$ cat src/rtl/dmc_pkg.sv
package dmc_pkg;

    // fixed field widths
    localparam int ADDR_W = 10;
    localparam int DATA_W = 8;
    localparam int CNT_W  = 16;
    localparam int TIME_W = 32;
    localparam int CFG_W  = 8;

    // operation codes
    localparam logic OP_LOAD   = 1'b0;
    localparam logic OP_ACCESS = 1'b1;

    // configuration register indexes
    localparam logic CFG_HIT_TIME     = 1'b0;
    localparam logic CFG_MISS_PENALTY = 1'b1;

    // configuration reset values
    localparam logic [CFG_W-1:0] HIT_TIME_RST     = 8'd1;
    localparam logic [CFG_W-1:0] MISS_PENALTY_RST = 8'd10;

    // sequencer states
    typedef enum logic [2:0] {
        ST_IDLE,
        ST_LOOKUP,
        ST_FILL,
        ST_FILL_LAST,
        ST_RESULT
    } t_state;

    // counter update request from the sequencer
    typedef struct packed {
        logic upd;
        logic miss;
    } t_stat_evt;

endpackage

$ cat src/rtl/dmc_stats.sv
module dmc_stats import dmc_pkg::*; (
    input  logic              i_clk,
    input  logic              i_rst_n,
    input  t_stat_evt         i_evt,
    input  logic              i_cfg_we,
    input  logic              i_cfg_index,
    input  logic [CFG_W-1:0]  i_cfg_data,
    output logic [CNT_W-1:0]  o_miss_count,
    output logic [CNT_W-1:0]  o_access_count,
    output logic [TIME_W-1:0] o_total_time
);

    logic [CFG_W-1:0]  r_hit_time;
    logic [CFG_W-1:0]  r_miss_penalty;
    logic [CNT_W-1:0]  r_misses;
    logic [CNT_W-1:0]  r_accesses;
    logic [TIME_W-1:0] r_time;
    logic [CNT_W-1:0]  n_misses;
    logic [CNT_W-1:0]  n_accesses;
    logic [TIME_W-1:0] n_time;
    logic [TIME_W:0]   time_sum;
    logic [CFG_W-1:0]  time_inc;

    // configuration registers
    always_ff @(posedge i_clk) begin
        if (!i_rst_n) begin
            r_hit_time     <= HIT_TIME_RST;
            r_miss_penalty <= MISS_PENALTY_RST;
        end else if (i_cfg_we) begin
            case (i_cfg_index)
                CFG_HIT_TIME:     r_hit_time     <= i_cfg_data;
                CFG_MISS_PENALTY: r_miss_penalty <= i_cfg_data;
                default: ;
            endcase
        end
    end

    // saturating counters
    always_comb begin
        time_inc   = i_evt.miss ? r_miss_penalty : r_hit_time;
        time_sum   = {1'b0, r_time} + (TIME_W+1)'(time_inc);
        n_time     = time_sum[TIME_W] ? '1 : time_sum[TIME_W-1:0];
        n_accesses = (&r_accesses) ? r_accesses : r_accesses + 1'b1;
        n_misses   = (&r_misses) ? r_misses : r_misses + 1'b1;
    end

    always_ff @(posedge i_clk) begin
        if (!i_rst_n) begin
            r_misses   <= '0;
            r_accesses <= '0;
            r_time     <= '0;
        end else if (i_evt.upd) begin
            r_accesses <= n_accesses;
            r_time     <= n_time;
            if (i_evt.miss) begin
                r_misses <= n_misses;
            end
        end
    end

    assign o_miss_count   = r_misses;
    assign o_access_count = r_accesses;
    assign o_total_time   = r_time;

    // every miss is also an access
    a_miss_le_access: assert property (@(posedge i_clk) disable iff (!i_rst_n)
        r_misses <= r_accesses)
        else $error("miss count above access count");

    // a saturated time stays saturated
    a_time_sat: assert property (@(posedge i_clk) disable iff (!i_rst_n)
        (&r_time) |=> (&r_time))
        else $error("total time left saturation");

endmodule

$ cat config.mk
export PLATFORM = sky130hd
export DESIGN_NAME = dmc_stats
export DESIGN_NICKNAME = d
export VERILOG_FILES = /design/src/rtl/dmc_pkg.sv /design/src/rtl/dmc_stats.sv
export SDC_FILE = /design/constraint.sdc
export NUM_CORES = 1
export LEC_CHECK = 0
export BUFFER_PORTS_ARGS = -buffer_cell sky130_fd_sc_hd__buf_2
export CAP_MARGIN = 25
export CELL_PAD_IN_SITES_DETAIL_PLACEMENT = 0
export CELL_PAD_IN_SITES_GLOBAL_PLACEMENT = 2
export CORE_MARGIN = 1
export CORE_UTILIZATION = 35
export CTS_BUF_LIST = sky130_fd_sc_hd__clkbuf_16
export CTS_CLUSTER_DIAMETER = 30
export CTS_CLUSTER_SIZE = 8
export DETAILED_ROUTE_END_ITERATION = 16
export GPL_ROUTABILITY_DRIVEN = 0
export PLACE_DENSITY_LB_ADDON = 0.1
export SLEW_MARGIN = 10
export SYNTH_ARGS = -nofsm -noshare
export SYNTH_HDL_FRONTEND = slang
export SYNTH_SLANG_ARGS = --single-unit
$ cat constraint.sdc
create_clock -name i_clk -period 9.11 [get_ports i_clk]
set_input_delay 1.3665 -clock i_clk [delete_from_list [all_inputs] [get_ports i_clk]]
set_output_delay 1.3665 -clock i_clk [all_outputs]
set_load 0.005 [all_outputs]
==> flow_metrics.py <==
metrics = {
    "status": {
        "outcome": "complete, no violations",
    },
    "clock_network": {
        "hold_buffers": 0,
        "cts_resized": 0,
        "tritoncts_num_sinks": 80,
        "cts_root_buffer": "sky130_fd_sc_hd__clkbuf_16",
        "cts.htree.levels": 3,
        "cts.repair_timing.setup_buffer_count": 0,
        "cts_max_path_buffers": 2,
        "cts_inserted_buffers": 9,
        "clkTransAtPathRegs_ns": 0.06,
        "worstSkewPairLatency_ns": 0.33,
        "tritoncts": "built",
    },
    "logic_synthesis": {
        "synthesis.instances": 459,
        "yosys-top-cells-area": "sky130_fd_sc_hd__dfxtp_1, sky130_fd_sc_hd__nand2_1, sky130_fd_sc_hd__xor2_1, sky130_fd_sc_hd__xnor2_1, sky130_fd_sc_hd__nor2_1",
        "synth_top_area_share": 0.4152,
        "post_synthesis_cell_area_um2": 3857,
        "dominant_register_cell_in_the_synthesized_netlist": "sky130_fd_sc_hd__dfxtp_1",
        "yosys_warnings": 0,
        "synth.avg_cell_area_um2": 8.404,
        "postSynthNetCount": 484,
        "synth.yosys.seq_area_share": 0.4152,
        "post-synth-top-area-cell": "sky130_fd_sc_hd__dfxtp_1",
        "synth-async-reset-ratio": 0,
        "postSynthRegisterBits": 80,
        "synth_cell_types": 45,
        "number_of_flops_mapped_to_enable_cells_by_yosys": 0,
    },
    "power": {
        "areal_power_density_over_the_cells_nw_per_um2": 177.7,
        "power_switching_share": 0.2192,
        "combPwrFrac": 0.075,
        "seqPwrFrac": 0.440,
        "internal_power_uw": 647.6,
        "net-switching-power_uw": 181.8,
        "worst_ir_drop_vdd_uv": 90.40,
        "power_frac_clock": 0.484,
        "finalPower_uw": 829.4,
        "power_leakage_nw": 1.927,
    },
    "place": {
        "detailed_place_hpwl_mm": 6.761,
        "port_buffers": 77,
        "placedInstanceArea_um2": 4340,
        "dpl_worst_slack_ns": 4.976,
    },
    "timing": {
        "setup_tns_ns": 0,
        "finalSetupViolations": 0,
        "postLayoutSetupSlackWorst_ns": 5.353,
        "max_freq_ghz": 0.2662,
        "post-route-period-util": 0.4124,
        "grt_setup_unrepaired": "no",
        "slew_viol_final": 0,
        "fin_skew_ns": 0.006469,
        "timing.slew.headroom": 0.5551,
        "worst_hold_slack_ns": 0.4563,
        "final_hold_viol_count": 0,
        "final.min_clock_period_ns": 3.757,
        "tightest_slew_ns": 0.6630,
    },
    "die": {
        "initial_utilization": 0.3671,
        "core_area_um2": 10510,
        "dieWidth_um": 107.0,
        "floorplan.io_pins": 78,
        "die_area_um2": 11440,
        "fp.dieH_um": 107.0,
        "std_cell_rows": 37,
    },
    "routing": {
        "drtIter0Drc": 172,
        "dr_total_vias": 3479,
        "route.detailed.wl_per_inst_um": 14.48,
        "number_of_detailed_route_iterations_in_the_first_pass": 4,
        "ant_nets": 0,
        "finalWirelength_mm": 9.687,
        "vias_per_inst": 5.200,
        "drc": 0,
    },
    "global_routing": {
        "first_global_vias": 3262,
        "antenna_found_initial": 0,
        "gr-usage-all-layers": 0.1825,
        "grt_max_degree": 61,
        "total_congestion_overflow_after_global_routing": 0,
        "grt_first_pass_wirelength_mm": 16.56,
    },
    "layout": {
        "fin_nets": 554,
        "finish.instance_area_um2": 4667,
        "area_delta_synth_final_pct": 20.99,
        "fraction_of_final_layout_cells_with_drive_strength_greater_than_1": 0.2139,
        "num_antenna_cells": 0,
    },
    "worst_hold_path": {
        "holdCritPathClass": "reg2reg",
    },
    "worst_setup_path": {
        "arrival_ns": 3.98,
        "crit_path_end_kind": "flop",
        "cp_common_cell": "sky130_fd_sc_hd__nand3_1",
        "crit_path_top_delay_cell": "sky130_fd_sc_hd__fa_1",
        "cp_max_fo": 11,
        "critical_path.cell_chain": "buf_2 > mux2_2 > ha_1 > fa_1 > a211oi_1 > o211ai_1 > nand3_1 > or3_1 > nand3_1 > o211a_1",
        "timing.critical_path.slowest_cell_delay_ns": 0.43,
        "cp_data_required_time_ns": 9.33,
        "cp-start-kind": "input pin",
        "critPathKind": "in2reg",
    },
    "flow_run": {
        "cap_violations": 0,
    },
}
==> layout by cell type, fill, tap and decap left out, drive strengths merged, types with 2 or more instances in the layout <==
| master | netlist | layout |
|---|---|---|
| a211oi | 2 | 2 |
| a21o | 2 | 2 |
| a21oi | 24 | 24 |
| a31oi | 7 | 7 |
| and2 | 2 | 2 |
| and3 | 10 | 10 |
| and4 | 2 | 2 |
| buf | 3 | 78 |
| bufinv | 0 | 3 |
| clkbuf | 16 | 9 |
| clkinv | 1 | 2 |
| dfxtp | 80 | 80 |
| ha | 10 | 10 |
| inv | 8 | 10 |
| mux2 | 8 | 8 |
| mux2i | 3 | 3 |
| nand2 | 66 | 66 |
| nand2b | 3 | 3 |
| nand3 | 19 | 19 |
| nand4 | 19 | 19 |
| nor2 | 46 | 46 |
| nor2b | 2 | 2 |
| nor3 | 16 | 16 |
| nor4 | 5 | 5 |
| o211ai | 5 | 5 |
| o21ai | 25 | 25 |
| o21bai | 2 | 2 |
| o221a | 8 | 8 |
| or2 | 4 | 4 |
| or3 | 6 | 6 |
| or4 | 5 | 5 |
| xnor2 | 21 | 21 |
| xor2 | 22 | 22 |
==> logic make-up (layout without fill, tap and decap cells) <==
family                   count (synthesis)  in the layout  synth area share
AO/OA/AOI/OAI                           81             81            0.1340
adder cells (fa/ha/maj)                 11             11           0.03763
XOR/XNOR                                43             43           0.09763
flip-flops                              80             80            0.4152
buffers and inverters                   28            102           0.02951
multiplexers                            11             11           0.03114
AND/OR/NAND/NOR                        205            205            0.2550
==> path summary, 6_finish.rpt <==
check / to / slack (ns) / from / cells after the start
min: r_hit_time[3] / 0.46 / r_hit_time[3] / 2
min reg2reg: r_hit_time[3] / 0.46 / r_hit_time[3] / 2
max reg2reg: o_total_time[28] / 6.44 / r_miss_penalty[5] / 7
max: o_total_time[25] / 5.35 / i_evt[0] / 10
==> flip-flops by register name (all words and copies together), names as in the netlist <==
register and flops:
r_hit_time 8, o_miss_count 16, o_access_count 16, r_miss_penalty 8, o_total_time 32
==> synthesized netlist by cell type, types with 2 or more instances <==
cell and count:
sky130_fd_sc_hd__a211oi_1 2, sky130_fd_sc_hd__a21o_1 2, sky130_fd_sc_hd__a21oi_1 24, sky130_fd_sc_hd__a31oi_1 7, sky130_fd_sc_hd__and2_1 2, sky130_fd_sc_hd__and3_1 10, sky130_fd_sc_hd__and4_1 2, sky130_fd_sc_hd__clkbuf_1 16
sky130_fd_sc_hd__dfxtp_1 80, sky130_fd_sc_hd__ha_1 10, sky130_fd_sc_hd__inv_1 8, sky130_fd_sc_hd__mux2_2 8, sky130_fd_sc_hd__mux2i_1 3, sky130_fd_sc_hd__nand2_1 66, sky130_fd_sc_hd__nand2b_1 3, sky130_fd_sc_hd__nand3_1 19
sky130_fd_sc_hd__nand4_1 18, sky130_fd_sc_hd__nor2_1 46, sky130_fd_sc_hd__nor2b_1 2, sky130_fd_sc_hd__nor3_1 16, sky130_fd_sc_hd__nor4_1 5, sky130_fd_sc_hd__o211ai_1 5, sky130_fd_sc_hd__o21ai_0 24, sky130_fd_sc_hd__o21bai_1 2
sky130_fd_sc_hd__o221a_2 8, sky130_fd_sc_hd__or2_2 3, sky130_fd_sc_hd__or3_1 6, sky130_fd_sc_hd__or4_1 3, sky130_fd_sc_hd__or4_4 2, sky130_fd_sc_hd__xnor2_1 21, sky130_fd_sc_hd__xor2_1 22
==> routing by layer <==
| metal | track usage | part of all wire | vias up | wire length, um |
|---|---|---|---|---|
| met5 | 0 | 0 | - | 0 |
| met4 | 0.06458 | 0.011 | 0 | 106 |
| met3 | 0.03100 | 0.038 | 8 | 372 |
| met2 | 0.2774 | 0.44 | 70 | 4256 |
| met1 | 0.2587 | 0.51 | 1633 | 4951 |
| li1 | - | - | 1768 | - |
==> layout make-up <==
| class | instances | area [um2] |
|---|---|---|
| fillers | 1068 | 5842 |
| clock buffers | 9 | 225.2 |
| inverters | 9 | 33.78 |
| repair buffers | 78 | 392.9 |
| well taps | 136 | 170.2 |
| clock inverters | 6 | 101.3 |
| multi-input cells | 351 | 2142 |
| flip-flops and latches | 80 | 1602 |
==> power by group through the flow <==
| stage | Combinational (mW) | Sequential, mW | Clock (mW) |
|---|---|---|---|
| after floorplan | 0.0422 | 0.372 | 0 |
| after global placement | 0.0619 | 0.373 | 0 |
| after detailed placement | 0.0625 | 0.373 | 0 |
| after CTS | 0.0630 | 0.365 | 0.412 |
| after global routing | 0.0706 | 0.367 | 0.430 |
| final | 0.0623 | 0.365 | 0.402 |
==> through the flow <==
stage,utilization,instances
2_1_floorplan,-,459
3_3_place_gp,0.4130,654
3_5_place_dp,0.4130,654
4_1_cts,0.4441,669
5_1_grt,0.4441,669
6_report,0.4441,669
==> critical path: cells and delay by family <==
kind,cells,cell delay [ns]
AO/OA/AOI/OAI,3,0.61
adder cells (fa/ha/maj),2,0.65
buffers and inverters,1,0.24
multiplexers,1,0.38
AND/OR/NAND/NOR,3,0.72
Note: power is estimated with default switching activity, not from simulation.
