===== config.mk =====
export PLATFORM = sky130hd
export DESIGN_NAME = dmc_ram
export DESIGN_NICKNAME = d
export VERILOG_FILES = /design/src/rtl/dmc_pkg.sv /design/src/rtl/dmc_ram.sv
export SDC_FILE = /design/constraint.sdc
export NUM_CORES = 1
export LEC_CHECK = 0
export ABC_AREA = 1
export BUFFER_PORTS_ARGS = -buffer_cell sky130_fd_sc_hd__buf_4
export CAP_MARGIN = 10
export CORE_MARGIN = 4
export CORE_UTILIZATION = 62
export CTS_CLUSTER_DIAMETER = 30
export DETAILED_ROUTE_END_ITERATION = 6
export GPL_ROUTABILITY_DRIVEN = 0
export PLACE_DENSITY = 0.75
export SLEW_MARGIN = 30
export SYNTH_ARGS = -nofsm -noshare
export SYNTH_HDL_FRONTEND = slang
export SYNTH_SLANG_ARGS = --single-unit

===== constraint.sdc =====
create_clock -name i_clk -period 2 [get_ports i_clk]
set_input_delay 0 -clock i_clk [delete_from_list [all_inputs] [get_ports i_clk]]
set_output_delay 0 -clock i_clk [all_outputs]
set_load 0.05 [all_outputs]

===== src/rtl/dmc_pkg.sv =====
package dmc_pkg;

    // fixed field widths
    localparam int ADDR_W = 10;
    localparam int DATA_W = 8;
    localparam int CNT_W  = 16;
    localparam int TIME_W = 32;
    localparam int CFG_W  = 8;

    // operation codes
    localparam logic OP_LOAD   = 1'b0;
    localparam logic OP_ACCESS = 1'b1;

    // configuration register indexes
    localparam logic CFG_HIT_TIME     = 1'b0;
    localparam logic CFG_MISS_PENALTY = 1'b1;

    // configuration reset values
    localparam logic [CFG_W-1:0] HIT_TIME_RST     = 8'd1;
    localparam logic [CFG_W-1:0] MISS_PENALTY_RST = 8'd10;

    // sequencer states
    typedef enum logic [2:0] {
        ST_IDLE,
        ST_LOOKUP,
        ST_FILL,
        ST_FILL_LAST,
        ST_RESULT
    } t_state;

    // counter update request from the sequencer
    typedef struct packed {
        logic upd;
        logic miss;
    } t_stat_evt;

endpackage


===== src/rtl/dmc_ram.sv =====
module dmc_ram import dmc_pkg::*; #(
    parameter int WIDTH = 8,
    parameter int DEPTH = 32,
    localparam int AW = (DEPTH > 1) ? $clog2(DEPTH) : 1
) (
    input  logic             i_clk,
    input  logic             i_we,
    input  logic [AW-1:0]    i_addr,
    input  logic [WIDTH-1:0] i_wdata,
    output logic [WIDTH-1:0] o_rdata
);

    logic [WIDTH-1:0] r_mem [DEPTH];

    // single port, registered read
    always_ff @(posedge i_clk) begin
        if (i_we) begin
            r_mem[i_addr] <= i_wdata;
        end
        o_rdata <= r_mem[i_addr];
    end

endmodule


==> flow_summary_export.csv, run 1 <==
group,metric,value,unit
synth,synth_simple_gate_area_share,0.258,
detailed_routing,vias,7611,
timing,whs,109,ps
timing,setup_viol,0,
final_layout,syn2layout_area_growth,20.3,%
timing,slew_violations,0,
detailed_routing,wl_per_cell,18.5,µm
synth,synth_commonest_cells,"nand2_1 (680), edfxtp_1 (256), nor2_1 (48), buf_2 (24), buf_4 (13)",
timing,fin_ws,759,ps
status,status,"complete, no violations",
timing,tightest_slew,696,ps
die,std_cell_rows,48,
timing,fin_crit,1240,ps
critical_path,path_class,"flip-flop to flip-flop",
timing,max_freq,0.806,GHz
synth,synth_most_common_cell,"nand2_1",
pwr,powerDensity,1120,mW/mm²
synth,synth_top_family_by_area,"simple AND/OR/NAND/NOR gates",
synth,yosysTopAreaCellShare,0.700,
detailed_routing,dr.first_iter.drc_count,1058,
final_layout,instances_no_fill,1402,
detailed_routing,drt-pass1-iter-count,6,
synth,ys_async_sr_fraction,0,
clocking,cts_resized,0,
grt,antenna_found_initial,0,
clocking,cts-root-buf,"clkbuf_16",
synth,syn_area,0.0110,mm²
pwr,power_leakage,5.60,nW
timing,grt_setup_unrepaired,"no",
pwr,p_total,14.8,mW
synth,synth_top_cell_by_area,"edfxtp_1",
synth,synth_area_leaders,"edfxtp_1 (70%), nand2_1 (23%), nor2_1 (1.6%)",
die,num_io_pins,23,
detailed_routing,vias_per_cell,5.43,
timing,slew_headroom,0.534,
critical_path,cp.arrival,1630,ps
detailed_routing,drc,0,
synth,synthMuxAreaShare,0,
critical_path,crit_family,"simple AND/OR/NAND/NOR gates",
min_path,hold_class,"primary input to flip-flop",
synth,synth_compound_area_frac,0,
critical_path,critPathCaptureType,"flip-flop",
detailed_routing,routed_wl,25900,µm
clocking,cts_buffer_depth,3,
clocking,htreeDepth,2,
critical_path,cp_slowest_stage_delay,360,ps
synth,netlist_instances,1063,
die,die_x,141,µm
synth,yosys_warnings,0,
clocking,cts.sinks,264,
critical_path,crit_slowest_cell,"edfxtp_1",
clocking,cts_buffers,45,
grt,grt_pass1_wl,40700,µm
synth,syn_area_per_cell,10.3,µm²
critical_path,crit_chain,"nand2_1 -> nand2_1 -> nand2_1 -> nand2_1 -> nand2_1 -> nand2_1 -> nor2_1 -> nand2_1",
placement,dp_cells,1312,
grt,grt_max_degree,85,
synth,synth_xor_area_frac,0,
clocking,clock_latency,520,ps
synth,yosys_register_bits,264,
final_layout,drive_gt1_frac,0.138,
job,maxCapViolations,0,
grt,overflow,0,
timing,timing.final.crit_share,0.620,
die,initial_utilization,0.633,
die,coreArea,0.0174,mm²
detailed_routing,ant_nets,0,
synth,ys.flop_type,"edfxtp_1",
grt,first_global_vias,7479,
critical_path,path_max_fanout,1,
synth,synth_nets,1078,
timing,fin_skew,13.0,ps
synth,seq_area_frac_synth,0.714,
critical_path,crit_required,2390,ps
clocking,cts.clk_slew.worst_paths,50,ps
pwr,vdd_drop_max,850,µV
critical_path,cp-start-kind,"flip-flop",
die,fp.dieH,141,µm
clocking,cts_tree,"done",
placement,numPortBuffers,22,
timing,finalSetupTns,0,ps
die,dieArea,0.0199,mm²
critical_path,path_common_cell,"nand2_1",
final_layout,nets,1157,
synth,ys_types,12,
placement,place_ws,339,ps
synth,synthAdderAreaFrac,0,
critical_path,path_buf_inv,0,
clocking,post_cts_buffers,0,
grt,grt_usage,0.267,
placement,hpwlAfterDp,14500,µm
synth,synth_edf_count,256,
timing,finalHoldViolCount,0,
## worst paths after layout
kind | startpoint | end | slack (ps) | depth (start not counted)
setup / recovery | r_mem[15][4] | o_rdata[4] | 760 | 8
hold / removal | i_addr[3] | r_mem[19][7] | 110 | 4
setup reg to reg | r_mem[15][4] | o_rdata[4] | 760 | 8
hold reg to reg | r_mem[16][1] | o_rdata[1] | 730 | 8
## what timing repair did
action                     4_1_cts  5_1_grt
hold endpoints to repair       256        0
setup endpoints to repair        0        0
hold buffers                     8        0
## metrics by stage
stage | cell area (µm²) | utilization
6_report | 13200 | 0.761
3_3_place_gp | 11600 | 0.667
3_5_place_dp | 11600 | 0.667
4_1_cts | 13200 | 0.761
2_1_floorplan | 11000 | -
5_1_grt | 13200 | 0.761
## worst reg2reg max path, delay by kind of cell (launching register included)
kind / cells / cell delay (ps)
flip-flops: 1 / 360
AND/OR/NAND/NOR: 8 / 760
## layout by cell type (no fill, tap or decap)
master         instances
bufinv_16              7
nand2_1              680
dlygate4sd3_1          8
clkinv_4               1
clkbuf_16             45
buf_4                 67
clkinvlp_4            11
nand3_1                4
inv_6                  2
inv_2                  8
diode_2                1
inv_1                  4
buf_12                 3
clkbuf_1               1
clkinv_1               5
nor3_2                 8
clkinv_2               5
dfxtp_1                8
clkbuf_8               5
edfxtp_1             256
nor2_1                48
## flip-flops by register name, indices dropped and copies added (netlist names)
signal / count
o_rdata: 8
r_mem: 256
## logic make-up (layout without fill, tap and decap cells)
family / count (synthesis) / count (layout)
and+or+nand+nor: 740 / 740
DFF: 264 / 264
buffers and inverters: 59 / 172
other: 0 / 1
## metal layers
metal	GRT usage	vias to the layer above	share of wire
met4	0.0796	0	0.024
li1	-	3604	-
met5	0	-	0
met3	0.0556	54	0.082
met2	0.432	311	0.49
met1	0.371	3642	0.41
## power by group
group	switching (mW)	internal, mW	total (mW)
sequential	0.0286	6.16	6.19
clock	2.57	5.20	7.76
combinational	0.591	0.216	0.807
total	3.19	11.6	14.8
## final cells by class
cell class | instances | area [µm²]
Clock buffer | 51 | 1200
Tap cell | 225 | 282
Timing Repair Buffer | 78 | 643
Clock inverter | 30 | 358
Fill cell | 1084 | 4140
Multi-Input combinational cell | 740 | 2830
Antenna cell | 1 | 2.50
Inverter | 13 | 50.0
Sequential cell | 264 | 7850
Power figures use the tool's default switching activity.
==> run 2: changes to the inputs <==
--- a/config.mk
+++ b/config.mk
@@ -5,15 +5,15 @@
 export SDC_FILE = /design/constraint.sdc
 export NUM_CORES = 1
 export LEC_CHECK = 0
-export ABC_AREA = 1
+export ABC_AREA = 0
 export BUFFER_PORTS_ARGS = -buffer_cell sky130_fd_sc_hd__buf_4
 export CAP_MARGIN = 10
 export CORE_MARGIN = 4
-export CORE_UTILIZATION = 62
+export CORE_UTILIZATION = 56
 export CTS_CLUSTER_DIAMETER = 30
 export DETAILED_ROUTE_END_ITERATION = 6
 export GPL_ROUTABILITY_DRIVEN = 0
-export PLACE_DENSITY = 0.75
+export PLACE_DENSITY = 0.71
 export SLEW_MARGIN = 30
 export SYNTH_ARGS = -nofsm -noshare
 export SYNTH_HDL_FRONTEND = slang
==> constraint.sdc (replaced) <==
create_clock -name i_clk -period 1.03 [get_ports i_clk]
set_input_delay 0 -clock i_clk [delete_from_list [all_inputs] [get_ports i_clk]]
set_output_delay 0 -clock i_clk [all_outputs]
set_load 0.05 [all_outputs]
==> run 2 against run 1 <==
  * The flow now finishes with violations (negative setup slack)
  * Fmax decreased by 10%
  * First-iteration DRC count decreased by 40%
  * Sequential power increased by 95%
  * Power increased by 87%
  * Die area increased by 2.7%
  * Clock skew decreased by 5.2 ps
  * Global-route usage decreased by 2.0 points
  * Hold slack got worse by 59 ps
  * Critical path type unchanged
==> flow_summary_export.csv, run 2 <==
group,metric,value,unit
status,status,"finished, violations left",
status,failed_checks,"negative setup slack",
critical_path,crit_family,"flip-flops",
detailed_routing,wl_per_cell,25.9,µm
timing,setup_viol,9,
synth,synth_most_common_cell,"edfxtp_1",
critical_path,cp-start-kind,"flip-flop",
critical_path,path_class,"flip-flop to flip-flop",
final_layout,multiInputGateArea,0.00270,mm²
final_layout,nets,713,
synth,yosys_register_bits,264,
synth,netlist_instances,576,
die,initial_utilization,0.568,
die,dieArea,0.0204,mm²
detailed_routing,vias,5942,
timing,grt_setup_unrepaired,"yes",
detailed_routing,dr.first_iter.drc_count,630,
critical_path,path_max_fanout,1,
die,fp.dieH,143,µm
synth,syn_area_per_cell,17.7,µm²
synth,ys_types,24,
timing,finalSetupTns,-2000,ps
pwr,power_leakage,4.71,nW
min_path,hold_class,"primary input to flip-flop",
synth,synth_nets,591,
final_layout,seq_area,0.00786,mm²
synth,seq_area_frac_synth,0.769,
clocking,cts.clk_slew.worst_paths,50,ps
detailed_routing,ant_nets,0,
grt,first_global_vias,5976,
critical_path,crit_slowest_cell,"edfxtp_1",
clocking,cts-root-buf,"clkbuf_16",
job,maxCapViolations,0,
timing,fin_skew,7.75,ps
final_layout,n_antenna_cell,0,
final_layout,largest_reg_flops,256,
detailed_routing,vias_per_cell,6.19,
timing,tightest_slew,440,ps
clocking,post_cts_buffers,0,
critical_path,crit_required,1430,ps
detailed_routing,drt-pass1-iter-count,5,
timing,slew_headroom,0.706,
timing,finalHoldViolCount,0,
clocking,clock_latency,520,ps
grt,grt_pass1_wl,36900,µm
critical_path,path_buf_inv,1,
pwr,powerDensity,2050,mW/mm²
grt,antenna_found_initial,0,
clocking,cts_tree,"done",
die,num_io_pins,23,
clocking,cts.sinks,264,
placement,hpwlAfterDp,15200,µm
final_layout,final_common_cell,"edfxtp_1",
detailed_routing,routed_wl,24900,µm
detailed_routing,drc,0,
critical_path,cp.arrival,1780,ps
die,coreArea,0.0180,mm²
critical_path,crit_chain,"mux2i_1 -> o22ai_1 -> nor4_2 -> buf_4 -> nand2_2",
clocking,cts_buffers,42,
grt,overflow,0,
grt,grt_usage,0.247,
timing,max_freq,0.722,GHz
die,die_x,143,µm
synth,syn_area,0.0102,mm²
final_layout,layout_common_cells,"edfxtp_1 (256), mux2i_1 (107), buf_4 (77)",
timing,slew_violations,0,
placement,numPortBuffers,22,
grt,grt_max_degree,33,
synth,ys.flop_type,"edfxtp_1",
synth,synth_commonest_cells,"edfxtp_1 (256), mux2i_1 (128), o22ai_1 (63), nor2_1 (29), buf_2 (22)",
synth,synth_top_cell_by_area,"edfxtp_1",
synth,yosys_warnings,0,
synth,synth_edf_count,256,
timing,fin_crit,1390,ps
synth,synth_area_leaders,"edfxtp_1 (75%), mux2i_1 (13%), o22ai_1 (3.9%)",
clocking,cts_buffer_depth,3,
die,std_cell_rows,49,
final_layout,largest-register,"r_mem",
pwr,p_total,27.6,mW
timing,timing.final.crit_share,1.35,
critical_path,cp_slowest_stage_delay,370,ps
final_layout,n_fill_cell,1006,
final_layout,drive_gt1_frac,0.369,
final_layout,top_regs,"r_mem x256, o_rdata x8",
critical_path,critPathCaptureType,"flip-flop",
final_layout,syn2layout_area_growth,31.5,%
pwr,vdd_drop_max,1690,µV
timing,fin_ws,-355,ps
synth,ys_async_sr_fraction,0,
clocking,htreeDepth,2,
synth,yosysTopAreaCellShare,0.753,
run 2: final timing paths:
kind / cells after the start / to / slack (ps) / from
worst max-delay path: 5 / o_rdata[6] / -360 / r_mem[20][6]
worst min-delay path: 4 / r_mem[24][7] / 50 / i_addr[2]
worst max register to register: 5 / o_rdata[6] / -360 / r_mem[20][6]
worst min register to register: 4 / o_rdata[7] / 700 / r_mem[26][7]
run 2: metrics by stage:
step | utilization | setup slack (ps) | instances | hold WS, ps | cell area, µm²
CTS | 0.737 | -339 | 960 | 29.2 | 13200
finish | 0.747 | -355 | 960 | 49.8 | 13400
global route | 0.747 | -399 | 960 | 41.0 | 13400
global placement | 0.644 | -614 | 875 | 457 | 11600
floorplan | - | -530 | 576 | 98.9 | 10500
detailed placement | 0.644 | -644 | 875 | 467 | 11600
run 2: tightest hold or removal path, delay by kind of cell:
family	cells	cell delay, ps
and+or+nand+nor	1	40
buffers and inverters	3	370
run 2: cells by family after synthesis:
kind of cell           Yosys count  share of synthesized area
AOI/OAI and AO/OA               64                     0.0398
buffers and inverters           35                     0.0172
DFF                            264                      0.769
muxes                          128                      0.126
and+or+nand+nor                 85                     0.0485
run 2: where the power goes:
group / switching (mW) / internal [mW] / total (mW) / leakage, nW
sequential: 0.0871 / 12.0 / 12.1 / 2.37
combinational: 1.03 / 0.702 / 1.73 / 1.67
clock: 5.01 / 8.77 / 13.8 / 0.667
total: 6.12 / 21.4 / 27.6 / 4.71
run 2: area by class of cell:
type | count | share of cell area
clock buffer | 46 | 0.0810
multi-input combinational | 277 | 0.201
tap | 229 | 0.0214
timing repair buffer | 113 | 0.0866
clock inverter | 31 | 0.0240
sequential | 264 | 0.586
run 2: repair_timing:
action / 4_1_cts / 5_1_grt
endpoints found under the setup margin: 16 / 15
hold buffers: 8 / 0
pin swaps: 10 / 19
hold endpoints to repair: 256 / 0
gates resized for setup: 46 / 30
run 2: layer usage:
| layer | global-route usage | wire [µm] | part of all wire | vias up |
|---|---|---|---|---|
| li1 | - | - | - | 2594 |
| met1 | 0.333 | 10000 | 0.40 | 2993 |
| met2 | 0.400 | 12400 | 0.50 | 288 |
| met3 | 0.0522 | 1610 | 0.065 | 67 |
| met4 | 0.0970 | 835 | 0.034 | 0 |
| met5 | 0 | 0 | 0 | - |
==> run 3: changes to the inputs <==
--- a/config.mk
+++ b/config.mk
@@ -6,7 +6,7 @@
 export NUM_CORES = 1
 export LEC_CHECK = 0
 export ABC_AREA = 0
-export BUFFER_PORTS_ARGS = -buffer_cell sky130_fd_sc_hd__buf_4
+export BUFFER_PORTS_ARGS = -buffer_cell sky130_fd_sc_hd__buf_2
 export CAP_MARGIN = 10
 export CORE_MARGIN = 4
 export CORE_UTILIZATION = 56
==> run 3 against run 2 <==
  * The run ends with design-rule violations, negative setup slack left
  * Via count shrank 0.20%
  * First-iteration DRC count shrank 4.6%
  * Design area grew 0.33%
  * Count of clock-buffer cells in the layout grew 5
  * Core utilization grew 0.24 points
  * Power grew 2.3%
  * Worst setup slack lost 8.5 ps
  * Flip-flop and latch count is the same
  * Largest power group unchanged
==> flow_summary_export.csv, run 3 (synthesis gave the netlist of run 2 again) <==
group,metric,value,unit
placement,dp_cells,886,
critical_path,cp-start-kind,"flip-flop",
final_layout,n_fill_cell,1017,
final_layout,drive_gt1_frac,0.379,
clocking,cts_tree,"done",
timing,slew_headroom,0.482,
status,failed_checks,"design-rule violations, negative setup slack",
critical_path,cp.arrival,1790,ps
critical_path,crit_chain,"mux2i_1 -> o22ai_1 -> nor4_2 -> nand2_1",
pwr,power_leakage,4.75,nW
critical_path,path_class,"flip-flop to flip-flop",
grt,grt_usage,0.250,
detailed_routing,routed_wl,25000,µm
final_layout,top_regs,"r_mem x256, o_rdata x8",
critical_path,cp_slowest_stage_delay,410,ps
final_layout,instances_no_fill,968,
clocking,clock_latency,520,ps
min_path,whs_path_depth,1,
die,std_cell_rows,49,
timing,fin_ws,-364,ps
detailed_routing,dr.first_iter.drc_count,601,
grt,antenna_found_initial,0,
pwr,switchingPower,6.24,mW
pwr,vdd_drop_max,1530,µV
clocking,htreeDepth,2,
timing,finalHoldViolCount,0,
job,maxCapViolations,0,
placement,place_ws,-691,ps
detailed_routing,wl_per_cell,25.8,µm
final_layout,final_common_cell,"edfxtp_1",
critical_path,path_max_fanout,1,
detailed_routing,ant_nets,0,
pwr,p_int,22.0,mW
critical_path,critPathCaptureType,"flip-flop",
timing,timing.final.crit_share,1.35,
die,num_io_pins,23,
clocking,cts_hold_buffers,0,
grt,overflow,0,
timing,fin_crit,1390,ps
detailed_routing,drc,1,
pwr,seqPwrFrac,0.428,
critical_path,crit_family,"simple AND/OR/NAND/NOR gates",
detailed_routing,drt-pass1-iter-count,7,
final_layout,largest-register,"r_mem",
die,coreArea,0.0180,mm²
clocking,cts.clk_slew.worst_paths,50,ps
timing,fin_skew,12.2,ps
final_layout,syn2layout_area_growth,31.9,%
min_path,min_to,"r_mem[9][0]",
status,status,"finished, violations left",
critical_path,r2r-start,"r_mem[2][0]",
pwr,powerDensity,2100,mW/mm²
die,dieArea,0.0204,mm²
final_layout,n_antenna_cell,0,
pwr,clkPwrFrac,0.511,
critical_path,crit_required,1420,ps
timing,max_freq,0.717,GHz
critical_path,crit_slowest_cell,"edfxtp_1",
timing,setup_viol,10,
timing,slew_violations,0,
min_path,hold_class,"primary input to flip-flop",
final_layout,largest_reg_flops,256,
placement,numPortBuffers,22,
pwr,p_total,28.2,mW
die,fp.dieH,143,µm
timing,whs,60.7,ps
pwr,pwr-share-comb,0.061,
timing,grt_setup_unrepaired,"yes",
critical_path,r2r_slack,-360,ps
critical_path,reg2reg_to,"o_rdata[0]",
critical_path,reg2reg_depth,4,
final_layout,nets,718,
pwr,sw_frac_of_total,0.221,
timing,tightest_slew,777,ps
final_layout,layout_common_cells,"edfxtp_1 (256), mux2i_1 (108), buf_4 (70)",
clocking,post_cts_buffers,0,
critical_path,path_buf_inv,0,
clocking,cts_buffer_depth,3,
min_path,hp-start,"i_wdata[0]",
clocking,cts_buffers,45,
grt,grt_pass1_wl,37500,µm
timing,finalSetupTns,-2490,ps
die,initial_utilization,0.568,
grt,first_global_vias,6196,
grt,grt_max_degree,33,
die,die_x,143,µm
detailed_routing,vias,5930,
clocking,cts.sinks,264,
clocking,cts-root-buf,"clkbuf_16",
placement,hpwlAfterDp,15200,µm
detailed_routing,vias_per_cell,6.13,
==> run 3: cell types whose count changed in the layout (fill, tap and decap cells not counted), moves of 5 or more <==
cell           change
buf_4              -7
buf_2             +13
o22ai_2            -5
dlygate4sd3_1      -8
o22ai_1            +5
==> run 3: cell type report <==
type                    count  area, µm²  share of cell area
clock buffers              51       1210              0.0900
clock inverters            32        294              0.0218
multi-input cells         277       2630               0.195
flip-flops and latches    264       7860               0.584
well taps                 229        287              0.0213
repair buffers            115       1180              0.0876
==> run 3: power groups by stage <==
stage / clock [mW] / sequential, mW / combinational, mW
2_1_floorplan: 0 / 12.4 / 0.656
3_3_place_gp: 0 / 12.2 / 1.48
3_5_place_dp: 0 / 12.2 / 1.52
4_1_cts: 14.6 / 12.1 / 1.64
5_1_grt: 15.2 / 12.1 / 1.79
6_report: 14.4 / 12.1 / 1.71
==> run 3: worst max-delay path by stage <==
stage | depth (start not counted) | start | to | slack, ps
6_report | 4 | r_mem[2][0] | o_rdata[0] | -360
5_1_grt | 5 | r_mem[25][7] | o_rdata[7] | -400
4_1_cts | 5 | r_mem[11][0] | o_rdata[0] | -330
3_5_place_dp | 7 | i_addr[1] | o_rdata[1] | -690
3_3_place_gp | 7 | i_addr[1] | o_rdata[1] | -660
2_1_floorplan | 5 | i_addr[1] | r_mem[26][0] | -530
==> run 3: timing repair <==
action	CTS	global route
setup endpoints to repair	16	16
gates resized for setup	48	29
hold endpoints to repair	0	0
pin swaps	13	13
==> run 3: metrics by stage <==
step | util | instance area (µm²)
after global routing | 0.749 | 13500
after detailed placement | 0.648 | 11600
after CTS | 0.742 | 13300
after floorplan | - | 10500
after global placement | 0.648 | 11600
final | 0.749 | 13500
==> run 3: layer usage <==
layer	part of all wire	global-route usage	up-vias
met2	0.52	0.414	247
met1	0.40	0.327	3023
li1	-	-	2610
met5	0	0	-
met4	0.029	0.0955	0
met3	0.060	0.0563	50
